**config.mk**
```make
export PLATFORM = sky130hd
export DESIGN_NAME = ikht_ctrl
export DESIGN_NICKNAME = d
export VERILOG_FILES = /design/src/design/ikht_pkg.sv /design/src/design/ikht_ctrl.sv
export SDC_FILE = /design/constraint.sdc
export NUM_CORES = 1
export LEC_CHECK = 0
export BUFFER_PORTS_ARGS = -buffer_cell sky130_fd_sc_hd__buf_4
export CORE_AREA = 2 2 39 41
export CTS_CLUSTER_SIZE = 40
export DETAILED_ROUTE_END_ITERATION = 7
export DIE_AREA = 0 0 41 43
export RECOVER_POWER = 50
export SYNTH_ARGS = -nofsm -noshare
export SYNTH_HDL_FRONTEND = slang
export SYNTH_SLANG_ARGS = --single-unit
```
**constraint.sdc**
```tcl
create_clock -name clk -period 1.3 [get_ports clk]
set_input_delay 0.26 -clock clk [delete_from_list [all_inputs] [get_ports clk]]
set_output_delay 0.26 -clock clk [all_outputs]
set_load 0.005 [all_outputs]
```
**src/design/ikht_pkg.sv**
```systemverilog
// shared types, constants and codes for the integer key hash table
// no dependencies
`timescale 1ns / 1ps
package ikht_pkg;

  localparam int MAX_BUCKETS  = 64;
  localparam int BUCKET_DEPTH = 8;
  localparam int SLOT_TOTAL   = MAX_BUCKETS * BUCKET_DEPTH;
  localparam int BKT_W        = $clog2(MAX_BUCKETS);
  localparam int SLOT_W       = $clog2(BUCKET_DEPTH);
  localparam int ADDR_W       = BKT_W + SLOT_W;
  localparam int CFG_W        = 7;
  localparam int CNT_W        = 10;
  localparam int KEY_W        = 32;
  localparam int DIV_STEPS    = KEY_W;

  localparam logic [KEY_W-1:0] HASH_MUL = 32'd101;
  localparam logic [KEY_W-1:0] HASH_ADD = 32'd65537;
  localparam logic [CFG_W-1:0] BUCKETS_RESET = CFG_W'(MAX_BUCKETS);

  localparam logic [1:0] REQ_PUT    = 2'd0;
  localparam logic [1:0] REQ_GET    = 2'd1;
  localparam logic [1:0] REQ_REMOVE = 2'd2;

  localparam logic [1:0] ST_OK   = 2'd0;
  localparam logic [1:0] ST_FULL = 2'd1;
  localparam logic [1:0] ST_ZERO = 2'd2;

  typedef struct packed {
    logic [1:0]       req_type;
    logic [KEY_W-1:0] key;
    logic [KEY_W-1:0] value;
  } req_word_t;

  typedef struct packed {
    logic             found;
    logic [KEY_W-1:0] data_out;
    logic [1:0]       status;
    logic [CNT_W-1:0] entry_count;
  } rsp_word_t;

  typedef enum logic [3:0] {
    S_CLEAR, S_IDLE, S_HASH, S_DIV, S_ROWRD, S_SLOTRD, S_SLOTCMP,
    S_VALRD, S_VALWAIT, S_COMMIT
  } state_t;

  typedef struct packed {
    logic clear_step;
    logic load;
    logic hash;
    logic div_step;
    logic row_read;
    logic slot_read;
    logic slot_cmp;
    logic val_read;
    logic commit;
  } cmd_t;

  typedef struct packed {
    logic clear_last;
    logic div_last;
    logic slot_last;
    logic out_busy;
  } sts_t;

endpackage

```
**src/design/ikht_ctrl.sv**
```systemverilog
// sequencing state machine for the hash table
// depends on ikht_pkg
`timescale 1ns / 1ps
module ikht_ctrl import ikht_pkg::*; (
  input  logic clk,
  input  logic rst,
  input  logic req_valid,
  input  sts_t sts,
  output cmd_t cmd,
  output logic in_ready
);

  state_t state, state_next;

  always_ff @(posedge clk) begin
    if (rst) begin
      state <= S_CLEAR;
    end else begin
      state <= state_next;
    end
  end

  always_comb begin
    state_next = state;
    cmd        = '0;
    in_ready   = 1'b0;
    case (state)
      S_CLEAR: begin
        cmd.clear_step = 1'b1;
        if (sts.clear_last) state_next = S_IDLE;
      end
      S_IDLE: begin
        in_ready = 1'b1;
        if (req_valid) begin
          cmd.load   = 1'b1;
          state_next = S_HASH;
        end
      end
      S_HASH: begin
        cmd.hash   = 1'b1;
        state_next = S_DIV;
      end
      S_DIV: begin
        cmd.div_step = 1'b1;
        if (sts.div_last) state_next = S_ROWRD;
      end
      S_ROWRD: begin
        cmd.row_read = 1'b1;
        state_next   = S_SLOTRD;
      end
      S_SLOTRD: begin
        cmd.slot_read = 1'b1;
        state_next    = S_SLOTCMP;
      end
      S_SLOTCMP: begin
        cmd.slot_cmp = 1'b1;
        state_next   = sts.slot_last ? S_VALRD : S_SLOTRD;
      end
      S_VALRD: begin
        cmd.val_read = 1'b1;
        state_next   = S_VALWAIT;
      end
      S_VALWAIT: begin
        state_next = S_COMMIT;
      end
      S_COMMIT: begin
        // hold until the result register is free
        if (!sts.out_busy) begin
          cmd.commit = 1'b1;
          state_next = S_IDLE;
        end
      end
      default: begin
        state_next = S_IDLE;
      end
    endcase
  end

endmodule

```
==> metrics list, run 1 <==
- Aggregate global-route resource usage: 0.134
- Seq cells post-synth: 4
- Top Ports: 17
- Entering global routing, the biggest net connects 9 pins.
- Leaving out fill and tap cells, the most frequent cell in the layout is sky130_fd_sc_hd__buf_4.
* Crit Path Class: reg2out
- Leaving out fill and tap cells, the most frequent cells in the layout are sky130_fd_sc_hd__buf_4, sky130_fd_sc_hd__nor2_1, sky130_fd_sc_hd__buf_6.
* Dominant delay contributor by cell family on the critical path: simple AND/OR/NAND/NOR gates
- Wire length per cell after detailed routing: roughly 12 um
- In this run the deepest clock path goes through 2 buffers.
* Total global routing overflow: 0
* Initial antenna violation count: 0
- Synth Area in XOR/XNOR: 0.0260
* Iter 0 DRT Violations: 1
* Busiest grt layer: met2
* Max-slew violation total from the final report: 0
* Highest clock frequency the design can meet: between 600 and 700 MHz
* Starting Density: 0.243
- Setup tns final: -792 ps
* Power per cell area: roughly 860 nW/um^2
- Number of buffers and inverters on the critical path: 1
* PortBufs: 16
- STA classifies the critical path endpoint as a primary output.
- For this run, global-route usage on met1 was measured as 0.132.
- Main combinational cell family by area after synthesis: simple AND/OR/NAND/NOR gates
- Filler Cell Count: approximately 130
- The clock arrives with around 1.1 ps of skew.
* Post-route clock period utilization: 1.10
* Post-detailed-routing wire length: between 1000 and 1500 um
- Synthesis produced a netlist with a net count of 48.
* Flip-flop count of the largest register, all copies and words added: 4
- STA puts the critical path data required time at between 1000 and 1500 ps.
- Startpoint types: register
* Summed area of non-filler cells in the final layout: between 700 and 800 um^2
- Clock transition at the register clock pins on the worst setup and hold paths after CTS: roughly 30 ps
- Met2 routing resource usage after global routing: 0.231
* CTS H-tree lvls: 1
- Via density: 4.67
- Area fraction in compound gates after synthesis: 0.175
- At the worst endpoint, the arrival time is ~1200 ps.
- Area after detailed placement: approximately 490 um^2
- Of the total synthesized cell area, the portion taken by full adders, half adders and majority gates is 0.
* Post-synthesis area per instance: ~8.2 um^2
- Worst stage delay on the critical path: about 360 ps
- Total clock sinks: 4
- The min-delay analysis places its worst path in the category in2reg.
* Slew at the pin with the worst max-slew slack: 326 ps
* Setup Viol. Count Final: 13
* Share of synthesized area occupied by flip-flops and latches: 0.238
- Slowest library cell on the worst path: sky130_fd_sc_hd__dfxtp_4
* Unrepaired setup endpoints after global routing: yes
- Synth-to-Final Area Change: 111%
* Min Tclk post-route: about 1400 ps
- After the flow finishes, the layout carries non-filler instances totaling 88.
* Core Footprint: roughly 1400 um^2
- In this run, placement finished with an instance count of 75.
* Final antenna-violating net count: 0
- Peak VDD IR: 0.385 mV
- Gpl congestion: between 0.6 and 0.7
* TritonCTS clock tree: done
- The worst pin sits at a relative slew slack of 0.780.
* Post-CTS Hold Fix Bufs: 0
- Via count: slightly above 400
* Die span in x: roughly 41 um
- Final worst-path setup slack: -130 ps
- 0 antenna diodes ended up in the layout.
- The floorplan has 14 rows.
- Hold Violations, Final: 0
* Initial DRT Pass Iterations: 3
- Syn Inst Count: 41
- Of the total synthesized cell area, the portion taken by AND, OR, NAND and NOR gates is 0.457.
- For this run, the post-layout net count is 81.
- In the final layout, the share of cells above drive strength 1 is 0.792.
- Top flop regs: state: 4 flops
- Number of unique standard cell types used by synthesis: 23
- Violations in the final reports: negative setup slack
- Run status: complete, but fails checks
- Worst hold margin: 239 ps
- For this run, the number of Yosys warnings is 0.
- The synthesized netlist occupies a cell area of 337 um^2.
- Total Die Area: around 1800 um^2
* Global routing met3 resource utilization: 0.0157
- Number of DRC violations after detailed routing: 0
- The root buffer cell chosen for the clock tree is sky130_fd_sc_hd__clkbuf_4.
- Wire length of the first global-routing pass: around 1600 um
- In this run the worst path has a maximum fanout of 7.
* Register bank with the most flops: state
- Clock network latency to the later pin of the worst-skew pair: 230 ps
* Detailed placement HPWL: between 700 and 800 um
- The number of global-route vias before repair was a little under 400.
* Cells traversed along the worst timing path: or2b_4 > nor3_2 > buf_4
* Chip Height: 43 um
- Counting the buffers created by CTS gives 3.
- Maxcap violations: 0
- P_leak: 0.311 nW
- Measured against the total synthesized area, the mux share comes to 0.0335.
layer usage:
layer	up-vias	part of all wire
li1	206	-
met1	188	0.37
met2	15	0.56
met3	2	0.054
met4	0	0.013
met5	-	0
report_power, final:
| group | leakage (nW) | total [W] | internal [W] | switching [W] |
|---|---|---|---|---|
| sequential | 0.0346 | 0.000152 | 0.000137 | 0.0000146 |
| combinational | 0.263 | 0.000314 | 0.000182 | 0.000132 |
| clock | 0.0138 | 0.000147 | 0.000103 | 0.0000441 |
cell type report:
| cell class | count | area [um^2] | area share |
|---|---|---|---|
| clock buffers | 3 | 22.5 | 0.0317 |
| repair buffers | 31 | 255 | 0.360 |
| flip-flops and latches | 4 | 87.6 | 0.123 |
| multi-input cells | 34 | 324 | 0.457 |
| well taps | 16 | 20.0 | 0.0282 |
stage by stage:
step,setup slack (ps),total power [W],utilization
3_5_place_dp,-12.4,0.000339,0.354
2_1_floorplan,32.9,0.000261,-
5_1_grt,-204,0.000655,0.513
4_1_cts,-155,0.000555,0.439
6_report,-130,0.000612,0.513
3_3_place_gp,-14.6,0.000337,0.354
path summary, 6_finish.rpt:
kind | start | endpoint | slack [ps] | cells past startpoint
worst max-delay path | state[1] | cmd[0] | -130 | 3
worst max register to register | state[2] | state[1] | -90 | 5
worst min-delay path | rst | state[0] | 240 | 2
worst min register to register | state[3] | state[2] | 560 | 2
what timing repair did:
action,CTS,global route
setup endpoints to repair,12,13
pin swaps,5,4
gates cloned,0,0
resized for setup,18,14
setup buffers,5,5
cell families after synthesis:
kind of cell	count (synthesis)
multiplexers	1
flip-flops	4
AO/OA/AOI/OAI	4
XOR/XNOR	1
buffers and inverters	3
AND/OR/NAND/NOR	28
synth_stat cells:
library cell / number / area [um^2]
sky130_fd_sc_hd__nor3b_1: 1 / 7.51
sky130_fd_sc_hd__o41ai_2: 1 / 16.3
sky130_fd_sc_hd__buf_6: 1 / 11.3
sky130_fd_sc_hd__o32ai_4: 1 / 27.5
sky130_fd_sc_hd__buf_2: 1 / 5.00
sky130_fd_sc_hd__or2b_1: 2 / 15.0
sky130_fd_sc_hd__or2_1: 1 / 6.26
sky130_fd_sc_hd__mux2_2: 1 / 11.3
sky130_fd_sc_hd__nand2_1: 1 / 3.75
sky130_fd_sc_hd__dfxtp_1: 4 / 80.1
sky130_fd_sc_hd__nor3_2: 1 / 10.0
sky130_fd_sc_hd__xor2_1: 1 / 8.76
sky130_fd_sc_hd__nand3b_1: 1 / 7.51
sky130_fd_sc_hd__nor2_1: 9 / 33.8
sky130_fd_sc_hd__nor4_1: 2 / 12.5
sky130_fd_sc_hd__a21o_1: 1 / 7.51
sky130_fd_sc_hd__nand2b_1: 2 / 12.5
sky130_fd_sc_hd__and2_1: 1 / 6.26
sky130_fd_sc_hd__o21a_1: 1 / 7.51
sky130_fd_sc_hd__buf_4: 1 / 7.51
sky130_fd_sc_hd__nor2b_1: 2 / 12.5
sky130_fd_sc_hd__or3_1: 1 / 6.26
sky130_fd_sc_hd__nor3_1: 4 / 20.0
Note: power is estimated with default switching activity, not from simulation.
==> inputs of run 2 (changes only) <==
REMOVE_ABC_BUFFERS = 1   (was not set)
==> metrics list, run 2 (synthesized netlist as in run 1, its figures left out) <==
* Critical path startpoint: state[2]
* Slew at the pin with the worst max-slew slack: just over 400 ps
* Setup tns final: -569 ps
- Total global routing overflow: 0
- Num CTS Buffers: 3
- In this run the cell area measured after placement is ~500 um^2.
- Path type of the worst min-delay path: in2reg
- In this run the power spent charging and discharging nets is approximately 0.00016 W.
- Highest clock frequency the design can meet: between 700 and 800 MHz
* Most common library cell in the layout ignoring fill and taps: sky130_fd_sc_hd__buf_4
- Core Footprint: between 1000 and 1500 um^2
- Initial antenna violation count: 0
- Site row count: 14
- The library cells used most frequently in the layout, excluding fill and tap cells, are sky130_fd_sc_hd__buf_4, sky130_fd_sc_hd__nor2_1, sky130_fd_sc_hd__nor3_2, sky130_fd_sc_hd__clkbuf_4, sky130_fd_sc_hd__dfxtp_2.
- In this run the power density over the cells is 833 nW/um^2.
* Gpl congestion: roughly 0.79
- After the last flow step, the layout net total stands at 78.
- Relative to the synthesized area, the layout overhead comes to 90.7%.
- Post-CTS Hold Fix Bufs: 0
- Aggregate global-route resource usage: 0.123
- Total clock sinks: 4
* Dominant delay contributor by cell family on the critical path: simple AND/OR/NAND/NOR gates
- The worst-case IR drop observed on VDD is just over 0.5 mV.
- Entering global routing, the biggest net connects 8 pins.
* PortBufs: 16
- Detailed placement finished with a half-perimeter wire length of 714 um.
- Data required time of the worst path: around 1000 ps
* Pre-CTS setup slack: -50.0 ps
* Skew final: 1.84 ps
- In the final layout, the share of cells above drive strength 1 is 0.739.
* Fraction of power consumed by the clock network: 0.273
- The worst setup path is captured at a primary output.
- Top Ports: 17
- The max-slew violation count was 0.
- In this run, the number of DRC markers left after iteration 0 of detailed routing was 6.
- After clock tree synthesis, the clock-pin slew on the worst setup and hold paths is ~30 ps.
* Cell internal pwr: 0.000375 W
* Number of global-route vias before repair: 350
- Final core utilization: 0.464
* Total Power Consumption: 0.000535 W
- Cells traversed along the worst timing path: or2_4 > nor2_4 > and2_1 > buf_4
- Via density: between 4 and 5
- Unrepaired setup endpoints after global routing: yes
- CTS H-tree lvls: 1
* Number of buffers and inverters on the critical path: 1
* Worst hold path depth: 2
- Startpoint types: register
- Starting Density: 0.243
* Cell at the root of the clock tree: sky130_fd_sc_hd__clkbuf_4
- Post-route clock period utilization: 1.09
- Arrival time at the worst endpoint: between 1000 and 1500 ps
- The largest registers in the layout are state: 4 flops.
- Counting flops per register, the top entry is state.
* Worst min-delay path endpoint: state[0]
* TritonCTS clock tree: done
- Of the total power, the share spent switching nets is 0.299.
- Across all layers, the routed design uses 402 vias.
* Initial DRT Pass Iterations: 4
- The hold violation total from the final report is 0.
* Worst stage delay on the critical path: between 300 and 400 ps
- Wire length of the first global-routing pass: around 1400 um
- Reg-to-reg startpoint: state[2]
- Slowest library cell on the worst path: sky130_fd_sc_hd__dfxtp_2
- Wire length per cell after detailed routing: between 10 and 15 um
- The detail route stage leaves a number of antenna-violating nets equal to 0.
* Summed area of non-filler cells in the final layout: roughly 640 um^2
- Of all nets on the critical path, the largest fanout is 5.
- Register-to-Register Path Depth: 5
* Relative slew slack: 0.727
* Die span in x: ~41 um
- Subtracting the final worst setup slack from the clock period gives between 1000 and 1500 ps.
- In this run the most critical hold path is launched from rst.
* Run status: complete, but fails checks
* Flip-flop count of the largest register, all copies and words added: 4
- Final worst-path setup slack: -121 ps
* Setup Viol. Count Final: 10
- P_leak: approximately 0.29 nW
- Of the total power, combinational logic draws 0.452.
* Chip Height: 43 um
- The worst register-to-register path ends at state[1].
* Register-to-register path setup slack: -80 ps
* Number of DRC violations after detailed routing: 0
* Clock network latency to the later pin of the worst-skew pair: ~230 ps
- Wires add up to around 930 um.
* Total Die Area: 1760 um^2
* Sequential share of power: 0.275
* Maxcap violations: 0
* Violations in the final reports: negative setup slack
- Number of inserted diodes: 0
- Maximum number of buffers from clock root to sink: 2
- Crit Path Class: reg2out
[run 2: power by group through the flow]
stage           logic, W  registers [W]  clock network [W]
5_1_grt         0.000263       0.000149           0.000163
3_3_place_gp    0.000193       0.000150                  0
3_5_place_dp    0.000196       0.000150                  0
4_1_cts         0.000236       0.000149           0.000156
2_1_floorplan  0.0000982       0.000151                  0
6_report        0.000242       0.000147           0.000146
[run 2: worst max-delay path by stage]
stage,end,slack (ps),cells past startpoint
2_1_floorplan,cmd[7],60,3
3_3_place_gp,cmd[7],-30,4
3_5_place_dp,state[1],-50,4
4_1_cts,cmd[0],-130,4
5_1_grt,cmd[7],-190,4
6_report,cmd[7],-120,4
[run 2: what timing repair did]
| item | CTS | global route |
|---|---|---|
| gates resized for setup | 15 | 7 |
| setup buffers | 4 | 2 |
| pin swaps | 5 | 4 |
| setup endpoints to repair | 12 | 13 |
[run 2: area by class of cell]
cell class | count | area (um^2)
clock buffer | 3 | 22.5
tap | 16 | 20.0
multi-input combinational | 34 | 294
timing repair buffer | 28 | 218
sequential | 4 | 87.6
fill | 146 | 742
[run 2: per-stage QoR]
stage / std cells / hold slack (ps)
after floorplan: 38 / 330
after global placement: 76 / 472
after detailed placement: 76 / 477
after CTS: 83 / 222
after global routing: 85 / 231
final: 85 / 230
[run 2: layer usage]
layer / track usage / routed length, um
met2: 0.175 / 473
met1: 0.148 / 372
met4: 0.100 / 24
met3: 0.0314 / 62
met5: 0 / 0
==> inputs of run 3 (changes only) <==
CELL_PAD_IN_SITES_DETAIL_PLACEMENT = 0   (was not set)
CELL_PAD_IN_SITES_GLOBAL_PLACEMENT = 2   (was not set)
CORE_AREA = not set   (was 2 2 39 41)
CORE_MARGIN = 2   (was not set)
CORE_UTILIZATION = 19   (was not set)
DIE_AREA = not set   (was 0 0 41 43)
MAX_ROUTING_LAYER = met4   (was not set)
PLACE_DENSITY_LB_ADDON = 0.1   (was not set)
==> metrics list, run 3 (synthesized netlist as in run 1, its figures left out) <==
* Run status: complete, but fails checks
- The final reports fail on negative setup slack.
- The floorplan step set the die height to about 46 um.
- PortBufs: 16
- Clock transition at the register clock pins on the worst setup and hold paths after CTS: approximately 30 ps
- P_leak: 0.319 nW
- At the placement stage, the worst setup path has a slack of -27.0 ps.
- Total Power Consumption: a little over 0.0006 W
- Row generation in the floorplan step produced 15 rows.
* Data required time of the worst path: 1040 ps
* Power per cell area: roughly 840 nW/um^2
- The routed design uses between 60 and 70 um of met3 wire.
- The finished cells cover between 700 and 800 um^2.
- Slew at the pin with the worst max-slew slack: approximately 300 ps
- Startpoint types: register
- TritonCTS clock tree: done
- Gpl congestion: between 0.7 and 0.8
- Maximum number of buffers from clock root to sink: 2
* Total Die Area: 2120 um^2
- Clock network latency to the later pin of the worst-skew pair: between 200 and 250 ps
- CTS H-tree lvls: 1
- Area after detailed placement: between 400 and 500 um^2
- Arrival time at the worst endpoint: 1190 ps
- The number of buffers and inverters on the critical path is 1.
- The worst hold path begins at rst.
- Hold Violations, Final: 0
* Critical path startpoint: state[1]
* Setup Viol. Count Final: 12
- The number of antenna violations at the first check in global routing is 0.
- The clock drives 4 sinks.
- The top cell types in the final layout, fill and taps aside, are sky130_fd_sc_hd__buf_4, sky130_fd_sc_hd__buf_6, sky130_fd_sc_hd__nor2_4.
- After detailed routing, the wire length on met1 is 373 um.
- For this block, the via count after detailed routing is 400.
* Iter 0 DRT Violations: 1
- The startpoint identified for the worst register-to-register timing path is state[3].
- CP max FO: 5
- Met2 Routed Length: between 600 and 700 um
- The largest individual stage delay along the critical path comes from the cell sky130_fd_sc_hd__dfxtp_4.
* Synth-to-Final Area Change: 120%
- Max-slew violation total from the final report: 0
- After detailed routing, the average wire length per cell comes to about 12 um.
- Total global routing overflow: 0
- The worst-case IR drop observed on VDD is ~0.38 mV.
- 0 antenna diodes ended up in the layout.
- For this run, the post-layout net count is 80.
* Post-route clock period utilization: 1.12
- Post-detailed-routing wire length: 1080 um
- In the routed design, unresolved DRC markers number 0.
* Core Footprint: 1690 um^2
* Final worst-path setup slack: -151 ps
- 17 I/O pins were placed.
- Clock tree synthesis selected as its root buffer the cell sky130_fd_sc_hd__clkbuf_4.
- Aggregate global-route resource usage: 0.100
- Num CTS Buffers: 3
- STA classifies the critical path endpoint as a primary output.
- Final antenna-violating net count: 0
- Register bank with the most flops: state
* Die span in x: approximately 46 um
- Entering global routing, the biggest net connects 6 pins.
- On the final layout, the worst clock skew is about 2.0 ps.
* Path type of the worst min-delay path: in2reg
- The register with the most flip-flops in the layout has 4 of them.
* Starting Density: 0.199
* Number of global-route vias before repair: 369
- Wire length of the first global-routing pass: approximately 1500 um
- Among cell families on the critical path, the largest total delay comes from simple AND/OR/NAND/NOR gates.
- Leaving out fill and tap cells, the most frequent cell in the layout is sky130_fd_sc_hd__buf_4.
- Post-CTS Hold Fix Bufs: 0
* Unrepaired setup endpoints after global routing: yes
* Initial DRT Pass Iterations: 2
- For this run, the slowest stage of the critical path takes 340 ps.
* Highest clock frequency the design can meet: around 690 MHz
* Min Tclk post-route: between 1000 and 1500 ps
- Relative slew slack: 0.798
- In the final layout, the share of cells above drive strength 1 is 0.775.
- The critical path goes through or2b_4 > nor2_4 > and2_1 > buf_4.
- Crit Path Class: reg2out
* Detailed placement HPWL: ~740 um
- Routed signal wires occupy layers up through met3.
* Setup tns final: -836 ps
* Top flop regs: state: 4 flops
- The tool flagged a number of max-cap violations equal to 0.
- Via density: roughly 4.5
==> run 3: changes by cell type in the layout (fill, tap and decap cells not counted), sizes merged <==
cell / before / now
clkbuf: 4 / 3
buf: 27 / 30
==> run 3: worst paths after layout <==
| check | endpoint | slack [ps] | depth (start not counted) |
|---|---|---|---|
| setup / recovery | cmd[7] | -150 | 4 |
| hold / removal | state[3] | 230 | 2 |
| setup reg to reg | state[1] | -70 | 5 |
| hold reg to reg | state[2] | 450 | 1 |
==> run 3: cell type report <==
type	count	area [um^2]
sequential	4	90.1
fill	178	948
timing repair buffer	30	284
clock buffer	3	22.5
multi-input combinational	34	323
tap	17	21.3
==> run 3: timing repair <==
item	CTS	global route
endpoints found under the setup margin	12	14
pin swaps	7	3
buffers inserted	5	3
gates resized for setup	20	16
==> run 3: worst register-to-register path, stage by stage (launching register included) <==
cell and delay (ps):
sky130_fd_sc_hd__dfxtp_4 350, sky130_fd_sc_hd__buf_4 140, sky130_fd_sc_hd__or3_1 410, sky130_fd_sc_hd__o32ai_4 140, sky130_fd_sc_hd__a21o_1 160, sky130_fd_sc_hd__o41ai_2 60
==> run 3: metal layers <==
| layer | vias to the layer above | GRT usage |
|---|---|---|
| met5 | - | - |
| met1 | 184 | 0.120 |
| li1 | 204 | - |
| met4 | 0 | 0.0514 |
| met3 | 0 | 0.0235 |
| met2 | 12 | 0.156 |
==> run 3: per-stage QoR <==
step           cells  utilization  hold slack (ps)
4_1_cts           85        0.373              223
6_report          88        0.439              233
2_1_floorplan     38            -              330
3_5_place_dp      77        0.296              484
5_1_grt           88        0.439              227
3_3_place_gp      77        0.296              473
==> run 3: power breakdown <==
part	switching (W)	internal (W)
combinational	0.000134	0.000195
clock	0.0000423	0.000103
sequential	0.00000969	0.000135
